<file path="config.mk">
export PLATFORM = sky130hd
export DESIGN_NAME = usb_transfer_descriptor_builder
export DESIGN_NICKNAME = d
export VERILOG_FILES = /design/src/rtl/core/tdb_pkg.sv /design/src/rtl/core/usb_transfer_descriptor_builder.sv /design/src/rtl/core/tdb_queue.sv /design/src/rtl/core/tdb_front.sv /design/src/rtl/core/tdb_back.sv
export SDC_FILE = /design/constraint.sdc
export NUM_CORES = 1
export LEC_CHECK = 0
export BUFFER_PORTS_ARGS = -buffer_cell sky130_fd_sc_hd__buf_4
export CORE_UTILIZATION = 46
export CTS_CLUSTER_DIAMETER = 100
export DETAILED_ROUTE_END_ITERATION = 10
export REMOVE_ABC_BUFFERS = 1
export SLEW_MARGIN = 25
export SYNTH_ARGS = -nofsm -noshare
export SYNTH_HDL_FRONTEND = slang
export SYNTH_SLANG_ARGS = --single-unit
</file>
<file path="constraint.sdc">
create_clock -name clk_i -period 7.6 [get_ports clk_i]
set_clock_uncertainty 0.15 [all_clocks]
set_input_delay 0.76 -clock clk_i [delete_from_list [all_inputs] [get_ports clk_i]]
set_output_delay 0.76 -clock clk_i [all_outputs]
set_load 0.03 [all_outputs]
</file>
<file path="src/rtl/core/tdb_pkg.sv">
// ----------------------------------------------------------------------------
// Transfer descriptor builder package
// Item types, packet identifiers and field widths shared by the block.
// ----------------------------------------------------------------------------
package tdb_pkg;

  localparam int CountW = 16;
  localparam int MaxpW  = 10;
  localparam int LenW   = 11;
  localparam int AddrW  = 32;

  localparam logic [1:0] PID_SETUP = 2'd0;
  localparam logic [1:0] PID_IN    = 2'd1;
  localparam logic [1:0] PID_OUT   = 2'd2;

  localparam logic [LenW-1:0] ZERO_LEN_CODE  = 11'h7FF;
  localparam logic [LenW-1:0] SETUP_LEN_CODE = 11'd7;

  typedef struct packed {
    logic              func;
    logic              direction;
    logic [6:0]        device_address;
    logic [3:0]        endpoint;
    logic [CountW-1:0] byte_count;
    logic [MaxpW-1:0]  max_packet;
    logic [AddrW-1:0]  buffer_address;
    logic [AddrW-1:0]  setup_address;
  } req_t;

  typedef struct packed {
    logic [1:0]       packet_id;
    logic             data_toggle;
    logic [6:0]       target_address;
    logic [3:0]       target_endpoint;
    logic [LenW-1:0]  length_code;
    logic             short_detect;
    logic             interrupt_on_complete;
    logic [AddrW-1:0] data_address;
    logic             rejected;
    logic             last;
  } desc_t;

  typedef struct packed {
    req_t req;
    logic reject;
  } cmd_t;

endpackage

</file>
<file path="src/rtl/core/usb_transfer_descriptor_builder.sv">
// ----------------------------------------------------------------------------
// USB transfer descriptor builder
// Turns each transfer request into its sequence of transfer descriptors.
// ----------------------------------------------------------------------------
// Requests enter through a two-deep command queue and descriptors leave
// through a two-deep result queue, so both sides stall on their own. The
// back-end sequencer loads a request in its idle state and then emits one
// descriptor per cycle while the result queue is not full. A rejected
// request yields one rejected descriptor; an empty bulk request is dropped
// by the front end and yields no descriptors.
module usb_transfer_descriptor_builder
  import tdb_pkg::*;
#(
  parameter int MAX_PACKETS = 62
) (
  input  logic  clk_i,
  input  logic  rst_ni,
  input  logic  push,
  output logic  full,
  input  req_t  req_i,
  output logic  empty,
  input  logic  pop,
  output desc_t desc_o
);

  cmd_t  front_cmd, back_cmd;
  logic  front_push;
  logic  cmd_empty, cmd_pop;
  desc_t back_desc;
  logic  back_valid, out_full;

  tdb_front #(
    .MAX_PACKETS(MAX_PACKETS)
  ) u_front (
    .req_i      (req_i),
    .accept_i   (push && !full),
    .cmd_o      (front_cmd),
    .cmd_push_o (front_push)
  );

  tdb_queue #(
    .WIDTH($bits(cmd_t)),
    .DEPTH(2)
  ) u_cmd_queue (
    .clk_i   (clk_i),
    .rst_ni  (rst_ni),
    .push_i  (front_push),
    .full_o  (full),
    .wdata_i (front_cmd),
    .empty_o (cmd_empty),
    .pop_i   (cmd_pop),
    .rdata_o (back_cmd)
  );

  tdb_back u_back (
    .clk_i        (clk_i),
    .rst_ni       (rst_ni),
    .cmd_i        (back_cmd),
    .cmd_valid_i  (!cmd_empty),
    .cmd_pop_o    (cmd_pop),
    .desc_o       (back_desc),
    .desc_valid_o (back_valid),
    .out_full_i   (out_full)
  );

  tdb_queue #(
    .WIDTH($bits(desc_t)),
    .DEPTH(2)
  ) u_out_queue (
    .clk_i   (clk_i),
    .rst_ni  (rst_ni),
    .push_i  (back_valid),
    .full_o  (out_full),
    .wdata_i (back_desc),
    .empty_o (empty),
    .pop_i   (pop),
    .rdata_o (desc_o)
  );

endmodule

</file>
<file path="src/rtl/core/tdb_queue.sv">
// ----------------------------------------------------------------------------
// Transfer descriptor builder queue
// Small register queue with push/full and pop/empty sides.
// ----------------------------------------------------------------------------
module tdb_queue #(
  parameter int WIDTH = 8,
  parameter int DEPTH = 2
) (
  input  logic             clk_i,
  input  logic             rst_ni,
  input  logic             push_i,
  output logic             full_o,
  input  logic [WIDTH-1:0] wdata_i,
  output logic             empty_o,
  input  logic             pop_i,
  output logic [WIDTH-1:0] rdata_o
);

  localparam int PtrW = (DEPTH > 1) ? $clog2(DEPTH) : 1;
  localparam int CntW = $clog2(DEPTH + 1);

  logic [WIDTH-1:0] mem_q [DEPTH];
  logic [PtrW-1:0]  wr_ptr_q, wr_ptr_d;
  logic [PtrW-1:0]  rd_ptr_q, rd_ptr_d;
  logic [CntW-1:0]  count_q, count_d;
  logic             push_ok, pop_ok;

  assign full_o  = (count_q == CntW'(DEPTH));
  assign empty_o = (count_q == '0);
  assign push_ok = push_i && !full_o;
  assign pop_ok  = pop_i && !empty_o;
  assign rdata_o = mem_q[rd_ptr_q];

  always_comb begin
    wr_ptr_d = wr_ptr_q;
    rd_ptr_d = rd_ptr_q;
    count_d  = count_q;
    if (push_ok) begin
      wr_ptr_d = (wr_ptr_q == PtrW'(DEPTH - 1)) ? '0 : wr_ptr_q + PtrW'(1);
    end
    if (pop_ok) begin
      rd_ptr_d = (rd_ptr_q == PtrW'(DEPTH - 1)) ? '0 : rd_ptr_q + PtrW'(1);
    end
    if (push_ok && !pop_ok) begin
      count_d = count_q + CntW'(1);
    end else if (pop_ok && !push_ok) begin
      count_d = count_q - CntW'(1);
    end
  end

  always_ff @(posedge clk_i or negedge rst_ni) begin
    if (!rst_ni) begin
      wr_ptr_q <= '0;
      rd_ptr_q <= '0;
      count_q  <= '0;
    end else begin
      wr_ptr_q <= wr_ptr_d;
      rd_ptr_q <= rd_ptr_d;
      count_q  <= count_d;
    end
  end

  always_ff @(posedge clk_i) begin
    if (push_ok) begin
      mem_q[wr_ptr_q] <= wdata_i;
    end
  end

endmodule

</file>
<file path="src/rtl/core/tdb_front.sv">
// ----------------------------------------------------------------------------
// Transfer descriptor builder front end
// Classifies each request: rejected, empty bulk (dropped) or to be sequenced.
// ----------------------------------------------------------------------------
module tdb_front
  import tdb_pkg::*;
#(
  parameter int MAX_PACKETS = 62
) (
  input  req_t req_i,
  input  logic accept_i,
  output cmd_t cmd_o,
  output logic cmd_push_o
);

  localparam int MpW  = $clog2(MAX_PACKETS + 1);
  localparam int ProdW = MaxpW + MpW;
  localparam int CmpW = (ProdW > CountW) ? ProdW : CountW;

  logic [ProdW-1:0] limit;
  logic             too_many;
  logic             empty_bulk;

  assign limit      = ProdW'(req_i.max_packet) * ProdW'(MAX_PACKETS);
  assign too_many   = CmpW'(req_i.byte_count) > CmpW'(limit);
  assign empty_bulk = req_i.func && (req_i.byte_count == '0);

  always_comb begin
    cmd_o.req    = req_i;
    cmd_o.reject = (req_i.max_packet == '0) || too_many;
  end

  assign cmd_push_o = accept_i && (cmd_o.reject || !empty_bulk);

endmodule

</file>
<file path="src/rtl/core/tdb_back.sv">
// ----------------------------------------------------------------------------
// Transfer descriptor builder back end
// Sequences a command: SETUP, data, status (control), data (bulk) or a reject.
// ----------------------------------------------------------------------------
module tdb_back
  import tdb_pkg::*;
(
  input  logic  clk_i,
  input  logic  rst_ni,
  input  cmd_t  cmd_i,
  input  logic  cmd_valid_i,
  output logic  cmd_pop_o,
  output desc_t desc_o,
  output logic  desc_valid_o,
  input  logic  out_full_i
);

  typedef enum logic [4:0] {
    S_IDLE   = 5'b00001,
    S_REJ    = 5'b00010,
    S_SETUP  = 5'b00100,
    S_DATA   = 5'b01000,
    S_STATUS = 5'b10000
  } state_e;

  state_e            state_q, state_d;
  req_t              req_q, req_d;
  logic [CountW-1:0] bytes_left_q, bytes_left_d;
  logic [AddrW-1:0]  next_addr_q, next_addr_d;
  logic              toggle_q, toggle_d;
  logic [MaxpW-1:0]  chunk;
  logic              final_pkt;

  assign final_pkt = bytes_left_q <= CountW'(req_q.max_packet);
  assign chunk     = final_pkt ? bytes_left_q[MaxpW-1:0] : req_q.max_packet;

  always_comb begin
    state_d      = state_q;
    req_d        = req_q;
    bytes_left_d = bytes_left_q;
    next_addr_d  = next_addr_q;
    toggle_d     = toggle_q;
    cmd_pop_o    = 1'b0;
    desc_valid_o = 1'b0;
    desc_o       = '0;
    desc_o.target_address  = req_q.device_address;
    desc_o.target_endpoint = req_q.endpoint;
    unique case (state_q)
      S_IDLE: begin
        if (cmd_valid_i) begin
          cmd_pop_o    = 1'b1;
          req_d        = cmd_i.req;
          bytes_left_d = cmd_i.req.byte_count;
          next_addr_d  = cmd_i.req.buffer_address;
          toggle_d     = !cmd_i.req.func;
          if (cmd_i.reject) begin
            state_d = S_REJ;
          end else if (cmd_i.req.func) begin
            state_d = S_DATA;
          end else begin
            state_d = S_SETUP;
          end
        end
      end
      S_REJ: begin
        desc_o          = '0;
        desc_o.rejected = 1'b1;
        desc_o.last     = 1'b1;
        if (!out_full_i) begin
          desc_valid_o = 1'b1;
          state_d      = S_IDLE;
        end
      end
      S_SETUP: begin
        desc_o.packet_id    = PID_SETUP;
        desc_o.length_code  = SETUP_LEN_CODE;
        desc_o.short_detect = 1'b1;
        desc_o.data_address = req_q.setup_address;
        if (!out_full_i) begin
          desc_valid_o = 1'b1;
          state_d      = (bytes_left_q == '0) ? S_STATUS : S_DATA;
        end
      end
      S_DATA: begin
        desc_o.packet_id             = req_q.direction ? PID_IN : PID_OUT;
        desc_o.data_toggle           = toggle_q;
        desc_o.length_code           = {1'b0, chunk} - LenW'(1);
        desc_o.short_detect          = 1'b1;
        desc_o.interrupt_on_complete = req_q.func && final_pkt;
        desc_o.data_address          = next_addr_q;
        desc_o.last                  = req_q.func && final_pkt;
        if (!out_full_i) begin
          desc_valid_o = 1'b1;
          bytes_left_d = bytes_left_q - CountW'(chunk);
          next_addr_d  = next_addr_q + AddrW'(chunk);
          toggle_d     = !toggle_q;
          if (final_pkt) begin
            state_d = req_q.func ? S_IDLE : S_STATUS;
          end
        end
      end
      S_STATUS: begin
        desc_o.packet_id             = req_q.direction ? PID_OUT : PID_IN;
        desc_o.data_toggle           = 1'b1;
        desc_o.length_code           = ZERO_LEN_CODE;
        desc_o.interrupt_on_complete = 1'b1;
        desc_o.last                  = 1'b1;
        if (!out_full_i) begin
          desc_valid_o = 1'b1;
          state_d      = S_IDLE;
        end
      end
      default: begin
        state_d = S_IDLE;
      end
    endcase
  end

  always_ff @(posedge clk_i or negedge rst_ni) begin
    if (!rst_ni) begin
      state_q <= S_IDLE;
    end else begin
      state_q <= state_d;
    end
  end

  always_ff @(posedge clk_i) begin
    req_q        <= req_d;
    bytes_left_q <= bytes_left_d;
    next_addr_q  <= next_addr_d;
    toggle_q     <= toggle_d;
  end

  a_data_has_bytes: assert property (@(posedge clk_i) disable iff (!rst_ni)
    state_q == S_DATA |-> bytes_left_q != '0)
    else $error("Data stage entered with no bytes left.");

  a_last_ends_request: assert property (@(posedge clk_i) disable iff (!rst_ni)
    (desc_valid_o && desc_o.last) |=> state_q == S_IDLE)
    else $error("Sequencer kept running after the last descriptor.");

  a_control_toggle_start: assert property (@(posedge clk_i) disable iff (!rst_ni)
    state_q == S_SETUP |-> toggle_q)
    else $error("Control data stage would not start at DATA1.");

  a_no_pop_while_busy: assert property (@(posedge clk_i) disable iff (!rst_ni)
    (desc_valid_o && !desc_o.last) |=> !cmd_pop_o)
    else $error("New command taken before the request finished.");

endmodule

</file>
==> load_flow_metrics.sql, run 1 <==
INSERT INTO impl_metrics (metric_group, metric, value, unit) VALUES
('finish', 'flow.area_growth_from_synthesis', '16.6', '%'),
('power', 'p_per_area', '423', 'mW/mm^2'),
('drt', 'drt-initial-drc-count', '689', ''),
('clocking', 'cts-htree-levels', '2', ''),
('critical_path', 'cp.arrival', '6.55', 'ns'),
('critical_path', 'worstSetupEndpointType', 'flip-flop', ''),
('grt', 'grt_first_pass_wirelength', '64400', 'um'),
('synthesis', 'synth_top_cell_by_area', 'edfxtp_1', ''),
('finish', 'drive_above_1_share', '23.7', '%'),
('grt', 'number_of_antenna_violations_at_the_first_check_in_global_routing', '0', ''),
('floorplan', 'core_region_area', '0.0434', 'sq mm'),
('sta', 'max_freq', '155', 'MHz'),
('drt', 'finalWirelength', '42200', 'um'),
('sta', 'hold_viol_final', '0', ''),
('critical_path', 'setup.worst_path.class', 'primary input to flip-flop', ''),
('placement', 'placement.io_buffers', '169', ''),
('sta', 'max_slew_margin', '32.6', '%'),
('clocking', 'clock_tree_from_tritoncts', 'built', ''),
('clocking', 'cts.sinks', '447', ''),
('power', 'design_power_total', '10000', 'uW'),
('critical_path', 'cp.required', '7.68', 'ns'),
('drt', 'drt_drc_violations_left', '0', ''),
('job', 'maxCapViolations', '0', ''),
('synthesis', 'postSynthAreaPerCell', '14.7', 'sq um'),
('clocking', 'clkTransAtPathRegs', '0.06', 'ns'),
('finish', 'final_nets', '1777', ''),
('synthesis', 'yosys.cell_types.count', '59', ''),
('min_path', 'worstHoldPathType', 'primary input to flip-flop', ''),
('grt', 'grt_max_degree', '91', ''),
('placement', 'dp_hpwl', '28100', 'um'),
('finish', 'post_layout_nonfiller_instances', '2187', ''),
('drt', 'routedWlPerCell', '19.3', 'um'),
('drt', 'route.vias.total', '11600', ''),
('clocking', 'cts_made_buffers', '45', ''),
('drt', 'viasPerCell', '5.29', ''),
('synthesis', 'synth.top_cells.by_area', 'edfxtp_1 (64%), mux2_2 (6.6%), ha_1 (4.6%)', ''),
('floorplan', 'initial_core_util', '47.0', '%'),
('clocking', 'cts.path.max_buffers', '3', ''),
('sta', 'worst-slew-pin-transition', '1.01', 'ns'),
('grt', 'grt_overflow_total', '0', ''),
('floorplan', 'rows', '76', ''),
('synthesis', 'ys.warnings.count', '0', ''),
('sta', 'maxSlewViolCount', '0', ''),
('synthesis', 'post_synth_top_area_share', '64.0', '%'),
('synthesis', 'ys_dominant_reg_cell', 'edfxtp_1', ''),
('floorplan', 'die_w', '212', 'um'),
('outcome', 'status', 'finished clean', ''),
('finish', 'antenna_cells_inserted', '0', ''),
('clocking', 'clock-root-buffer', 'clkbuf_16', ''),
('floorplan', 'die_h', '212', 'um'),
('power', 'leakagePower', '0.00875', 'uW'),
('floorplan', 'die_area', '0.0451', 'sq mm'),
('synthesis', 'cell_count_after_synthesis', '1389', ''),
('drt', 'drt-pass1-iter-count', '7', ''),
('placement', 'dp.cells', '2107', ''),
('synthesis', 'ys_seq_elements', '447', ''),
('drt', 'ant_nets', '0', ''),
('floorplan', 'boundaryPins', '170', ''),
('placement', 'gp_congestion', '0.865', ''),
('synthesis', 'total_standard_cell_area_after_synthesis', '0.0204', 'sq mm'),
('synthesis', 'synth.yosys.seq_area_share', '65.6', '%'),
('sta', 'post-route-period-util', '85.1', '%'),
('clocking', 'clock_insertion_delay_worst_skew', '0.55', 'ns'),
('sta', 'period_minus_slack', '6.47', 'ns'),
('critical_path', 'worst_setup_path_start_kind', 'primary input', ''),
('synthesis', 'async_reset_ff_share', '2.91', '%'),
('grt', 'first_global_vias', '11600', ''),
('clocking', 'postCtsResizedCells', '0', ''),
('sta', 'rsz0062_at_grt', 'no', ''),
('finish', 'fill_cells', '3611', ''),
('sta', 'hold_ws', '0.244', 'ns'),
('grt', 'globalRouteTotalUtil', '18.8', '%'),
('synthesis', 'synth-edff-count', '434', ''),
('sta', 'final-setup-viol-count', '0', ''),
('power', 'power.ir.vdd_worst', '0.326', 'mV'),
('critical_path', 'critical_path_peak_fanout', '36', '');
worst max-delay path, stage by stage:
cell and delay, ns:
buf_4 0.14, fa_1 0.52, fa_1 0.54, inv_1 0.08
fa_1 0.48, inv_1 0.04, ha_1 0.33, nor2b_1 0.17
o31ai_1 0.35, a21oi_1 0.17, o211ai_1 0.20, a21boi_0 0.14
o41ai_1 0.32, xnor2_1 0.11, ha_1 0.31, nand4_1 0.12
nor3_1 0.20, o21a_1 0.16, a211oi_1 0.06, a21oi_1 0.30
o221a_2 0.30, and2_4 0.43, buf_12 0.28
final timing paths:
| path | start | end | slack (ns) | cells past startpoint |
|---|---|---|---|---|
| max in group asynchronous | rst_ni | u_back.state_q[0] | 6.60 | 2 |
| min | req_i[14] | u_cmd_queue.mem_q[0][15] | 0.24 | 1 |
| max | req_i[64] | u_cmd_queue.mem_q[1][6] | 1.13 | 23 |
| max reg2reg | u_back.bytes_left_q[6] | u_back.next_addr_q[30] | 2.31 | 16 |
| min reg2reg | u_out_queue.wr_ptr_q | u_out_queue.wr_ptr_q | 0.36 | 1 |
| min in group asynchronous | rst_ni | u_out_queue.rd_ptr_q | 0.46 | 2 |
layout make-up:
cell class,count,area (sq um),area share [%]
sequential,447,13400,56.3
multi-input combinational,806,6540,27.5
timing repair buffer,184,1430,6.03
clock buffer,58,1200,5.03
tap,585,732,3.08
inverter,86,323,1.36
clock inverter,21,165,0.695
metal layers:
metal	wire [um]	global-route usage (%)	up-vias
met4	1000	5.68	0
li1	-	-	5592
met1	18600	24.4	5697
met2	21000	32.5	214
met5	0	0	-
met3	1610	2.69	68
power breakdown:
| part | total (uW) | switching (uW) | internal (uW) |
|---|---|---|---|
| logic | 3770 | 2240 | 1530 |
| clock network | 2060 | 881 | 1180 |
| registers | 4210 | 469 | 3750 |
| total | 10000 | 3590 | 6450 |
sequential cells by signal, summed over array words and instances (netlist names):
name,count
u_cmd_queue.mem_q,208
u_back.toggle_q,1
u_cmd_queue.rd_ptr_q,1
u_out_queue.mem_q,122
u_back.next_addr_q,32
u_out_queue.count_q,2
u_back.req_q,55
u_out_queue.wr_ptr_q,1
u_cmd_queue.count_q,2
u_back.bytes_left_q,16
u_out_queue.rd_ptr_q,1
u_back.state_q,5
u_cmd_queue.wr_ptr_q,1
synthesized netlist by cell type (4+ instances only):
library cell    n
a211oi_1       36
mux2i_1        24
ha_1           75
nor2b_1        35
inv_1          86
and3_1          5
xor2_1         32
o22ai_1         4
buf_1           5
a211o_1         5
and2_1         14
o21ai_0        67
nand2_1        69
fa_1           25
nand2b_1        9
nor3b_1         4
a21o_1          8
nor3_1         22
edfxtp_1      434
nor2_1         34
a22o_1         30
dfrtp_1        12
clkbuf_1       36
nor4_1          7
a21oi_1        57
o21a_1         13
nand3_1        18
nand3b_1        5
buf_2           8
mux2_2        119
o21bai_1        5
xnor2_1        32
nand4_1        11
cell families after synthesis:
kind of cell	Yosys count	share of synthesized area (%)
flip-flops	447	65.6
AO/OA/AOI/OAI	254	8.14
AND/OR/NAND/NOR	245	6.16
multiplexers	143	7.76
buffers and inverters	136	2.57
adder cells (fa/ha/maj)	100	7.06
XOR/XNOR	64	2.75
cell usage in the layout, fill, tap and decap left out, types with 7 or more instances in the layout:
master	count
buf_4	179
a21oi_1	57
clkinv_2	7
xor2_1	32
o21a_1	13
mux2_2	119
nor2_1	34
nand4_1	11
clkbuf_16	46
mux2i_1	24
a21o_1	8
nor3_1	21
and2_1	12
inv_1	85
clkinv_1	8
ha_1	75
nor4_1	7
nand3_1	18
nand2_1	69
nor2b_1	34
fa_1	25
o21ai_0	66
a22o_1	30
clkbuf_1	12
nand2b_1	9
xnor2_1	32
edfxtp_1	434
a211oi_1	36
dfrtp_1	10
per-stage QoR:
| step | worst slack (ns) | area (sq um) | setup TNS, ns | util [%] |
|---|---|---|---|---|
| final | 1.13 | 23800 | 0 | 54.8 |
| after floorplan | -2.84 | 20200 | -422.81 | - |
| after global routing | 0.714 | 23800 | 0 | 54.8 |
| after detailed placement | 0.567 | 22400 | 0 | 51.6 |
| after global placement | 0.692 | 22400 | 0 | 51.6 |
| after CTS | 1.10 | 23800 | 0 | 54.8 |
what timing repair did:
item	in CTS	in global routing
hold endpoints to repair	12	0
hold buffers	1	0
setup endpoints to repair	0	0
setup buffers	0	0
No activity file was read; power rests on OpenSTA's default activity.
==> run 2: changes to the inputs <==
==> constraint.sdc (replaced) <==
create_clock -name clk_i -period 7.6 [get_ports clk_i]
set_clock_uncertainty 0.15 [all_clocks]
set_input_delay 2.28 -clock clk_i [delete_from_list [all_inputs] [get_ports clk_i]]
set_output_delay 2.28 -clock clk_i [all_outputs]
set_load 0.03 [all_outputs]
==> run 2 against run 1 <==
  * Die area is the same
  * Via count grew 1.9%
  * Register-to-register slack gained 0.05 ns
==> load_flow_metrics.sql, run 2 (same netlist as run 1, synthesis figures left out) <==
INSERT INTO impl_metrics (metric_group, metric, value, unit) VALUES
('outcome', 'status', 'finished clean', ''),
('floorplan', 'die_h', '212', 'um'),
('power', 'switching_power', '3640', 'uW'),
('placement', 'gp_congestion', '0.843', ''),
('power', 'cell_internal_power', '6720', 'uW'),
('clocking', 'cts.path.max_buffers', '3', ''),
('drt', 'drt_drc_violations_left', '0', ''),
('drt', 'ant_nets', '0', ''),
('sta', 'timing.final.ws_setup', '0.329', 'ns'),
('power', 'power.share.combinational', '37.6', '%'),
('min_path', 'worstHoldPathType', 'flip-flop to flip-flop', ''),
('grt', 'grt_max_degree', '86', ''),
('clocking', 'cts.sinks', '447', ''),
('drt', 'routedWlPerCell', '19.1', 'um'),
('sta', 'max_slew_margin', '36.3', '%'),
('finish', 'top_regs', 'u_cmd_queue.mem_q (208), u_out_queue.mem_q (122), u_back.req_q (55)', ''),
('clocking', 'clock_tree_from_tritoncts', 'built', ''),
('power', 'p_per_area', '426', 'mW/mm^2'),
('floorplan', 'rows', '76', ''),
('finish', 'final_nets', '1820', ''),
('finish', 'post_layout_nonfiller_instances', '2233', ''),
('grt', 'grt_overflow_total', '0', ''),
('power', 'p_sw_share', '35.1', '%'),
('clocking', 'cts-htree-levels', '2', ''),
('clocking', 'clock_insertion_delay_worst_skew', '0.55', 'ns'),
('finish', 'final-seq-area', '0.0134', 'sq mm'),
('sta', 'post-route-period-util', '95.7', '%'),
('floorplan', 'die_w', '212', 'um'),
('placement', 'placement.io_buffers', '169', ''),
('floorplan', 'die_area', '0.0451', 'sq mm'),
('sta', 'period_minus_slack', '7.27', 'ns'),
('sta', 'fin_tns_setup', '0', 'ns'),
('finish', 'largest_register_ffs', '208', ''),
('critical_path', 'critical_path_peak_fanout', '11', ''),
('sta', 'worst-slew-pin-transition', '0.955', 'ns'),
('placement', 'placed_area', '0.0227', 'sq mm'),
('drt', 'finalWirelength', '42600', 'um'),
('floorplan', 'core_region_area', '0.0434', 'sq mm'),
('critical_path', 'cp.arrival', '7.39', 'ns'),
('sta', 'max_freq', '138', 'MHz'),
('floorplan', 'initial_core_util', '47.0', '%'),
('drt', 'route.vias.total', '11800', ''),
('grt', 'first_global_vias', '11900', ''),
('grt', 'global_route.usage.met1', '24.9', '%'),
('sta', 'final-setup-viol-count', '0', ''),
('finish', 'flow.area_growth_from_synthesis', '19.5', '%'),
('finish', 'max_flop_register', 'u_cmd_queue.mem_q', ''),
('drt', 'drt-initial-drc-count', '598', ''),
('finish', 'fill_cells', '3542', ''),
('critical_path', 'cp.required', '7.72', 'ns'),
('drt', 'drt-pass1-iter-count', '5', ''),
('clocking', 'cts_made_buffers', '46', ''),
('job', 'maxCapViolations', '0', ''),
('sta', 'hold_viol_final', '0', ''),
('placement', 'dp_worst_setup_slack', '-0.459', 'ns'),
('critical_path', 'setup.worst_path.class', 'primary input to flip-flop', ''),
('grt', 'grtUsageMet3', '2.64', '%'),
('placement', 'dp_hpwl', '28600', 'um'),
('drt', 'viasPerCell', '5.28', ''),
('grt', 'number_of_antenna_violations_at_the_first_check_in_global_routing', '0', ''),
('finish', 'antenna_cells_inserted', '0', ''),
('sta', 'hold_ws', '0.361', 'ns'),
('power', 'clkPwrFrac', '21.6', '%'),
('critical_path', 'worstSetupEndpointType', 'flip-flop', ''),
('finish', 'drive_above_1_share', '26.2', '%'),
('floorplan', 'boundaryPins', '170', ''),
('clocking', 'clkTransAtPathRegs', '0.06', 'ns'),
('grt', 'grt-busiest-layer', 'met2', ''),
('power', 'power.ir.vdd_worst', '0.208', 'mV'),
('finish', 'mostFrequentLayoutCells', 'edfxtp_1 (434), buf_4 (215), mux2_2 (119)', ''),
('power', 'seqPwrFrac', '40.8', '%'),
('grt', 'grt_first_pass_wirelength', '65200', 'um'),
('power', 'leakagePower', '0.00907', 'uW'),
('clocking', 'clock-root-buffer', 'clkbuf_16', ''),
('finish', 'post-route-cell-area', '0.0243', 'sq mm'),
('grt', 'gr-usage-met2', '32.9', '%'),
('critical_path', 'worst_setup_path_start_kind', 'primary input', ''),
('placement', 'dp.cells', '2146', ''),
('finish', 'mostFrequentLayoutCell', 'edfxtp_1', ''),
('sta', 'maxSlewViolCount', '0', ''),
('clocking', 'postCtsHoldBufs', '0', ''),
('grt', 'globalRouteTotalUtil', '19.0', '%'),
('finish', 'multiInputGateArea', '0.00657', 'sq mm');
-- run 2: cell types whose count changed in the layout (fill, tap and decap cells not counted), moves of 2 or more --
| cell | change |
|---|---|
| bufinv_16 | +5 |
| buf_4 | +36 |
| clkinv_2 | -2 |
| a21oi_1 | -2 |
| buf_12 | +3 |
| clkbuf_1 | -5 |
| a21oi_2 | +2 |
| clkinv_1 | +5 |
| clkbuf_16 | +2 |
-- run 2: final timing paths --
check                                            start                       end  slack [ns]  cells past startpoint
worst max-delay path                         req_i[64]  u_cmd_queue.mem_q[0][11]        0.33                     24
worst min-delay path              u_out_queue.wr_ptr_q      u_out_queue.wr_ptr_q        0.36                      1
worst max register to register  u_back.bytes_left_q[6]    u_back.next_addr_q[30]        2.36                     16
worst min register to register    u_out_queue.wr_ptr_q      u_out_queue.wr_ptr_q        0.36                      1
max in group asynchronous                       rst_ni         u_back.state_q[0]        5.64                      1
min in group asynchronous                       rst_ni    u_out_queue.count_q[1]        1.42                      1
-- run 2: per-stage QoR --
stage                     total power (uW)  utilization (%)
after floorplan                       6940                -
after global placement                8070             52.4
after detailed placement              8150             52.4
after CTS                            10400             55.9
after global routing                 11000             56.1
final                                10400             56.1
-- run 2: worst max-delay path: stages --
cell and delay [ns]:
buf_4 0.12, fa_1 0.51, fa_1 0.52, inv_1 0.07, fa_1 0.47, inv_1 0.04, ha_1 0.28, nor2b_1 0.15
o31ai_1 0.29, a21oi_1 0.16, o211ai_1 0.18, a21boi_1 0.12, o41ai_2 0.25, xnor2_1 0.11, ha_1 0.31, nand4_1 0.14
nor3_2 0.17, o21a_1 0.16, a211oi_2 0.07, a21oi_2 0.18, o221a_2 0.24, nor2b_4 0.19, buf_12 0.17, clkbuf_16 0.18
-- run 2: metal layers --
layer  vias to the layer above  wire length [um]
li1                       5681                 -
met1                      5822             18900
met2                       238             21300
met3                        49              1680
met4                         0               792
met5                         -                 0
-- run 2: cell type report --
cell class              instances  area share, %
repair buffers                226           7.57
clock inverters                30           1.36
well taps                     585           3.01
inverters                      86           1.33
flip-flops and latches        447           54.9
clock buffers                  53           4.84
multi-input cells             806           27.0
-- run 2: power by group through the flow --
stage / sequential [uW] / clock, uW / combinational [uW]
floorplan: 4230 / 0 / 2710
global placement: 4260 / 0 / 3810
detailed placement: 4280 / 0 / 3870
CTS: 4230 / 2300 / 3890
global route: 4320 / 2380 / 4290
finish: 4220 / 2240 / 3900
-- run 2: timing repair --
item | CTS | global route
resized for setup | 0 | 10
endpoints found under the setup margin | 0 | 210
endpoints found under the hold margin | 0 | 0
setup buffers | 0 | 2
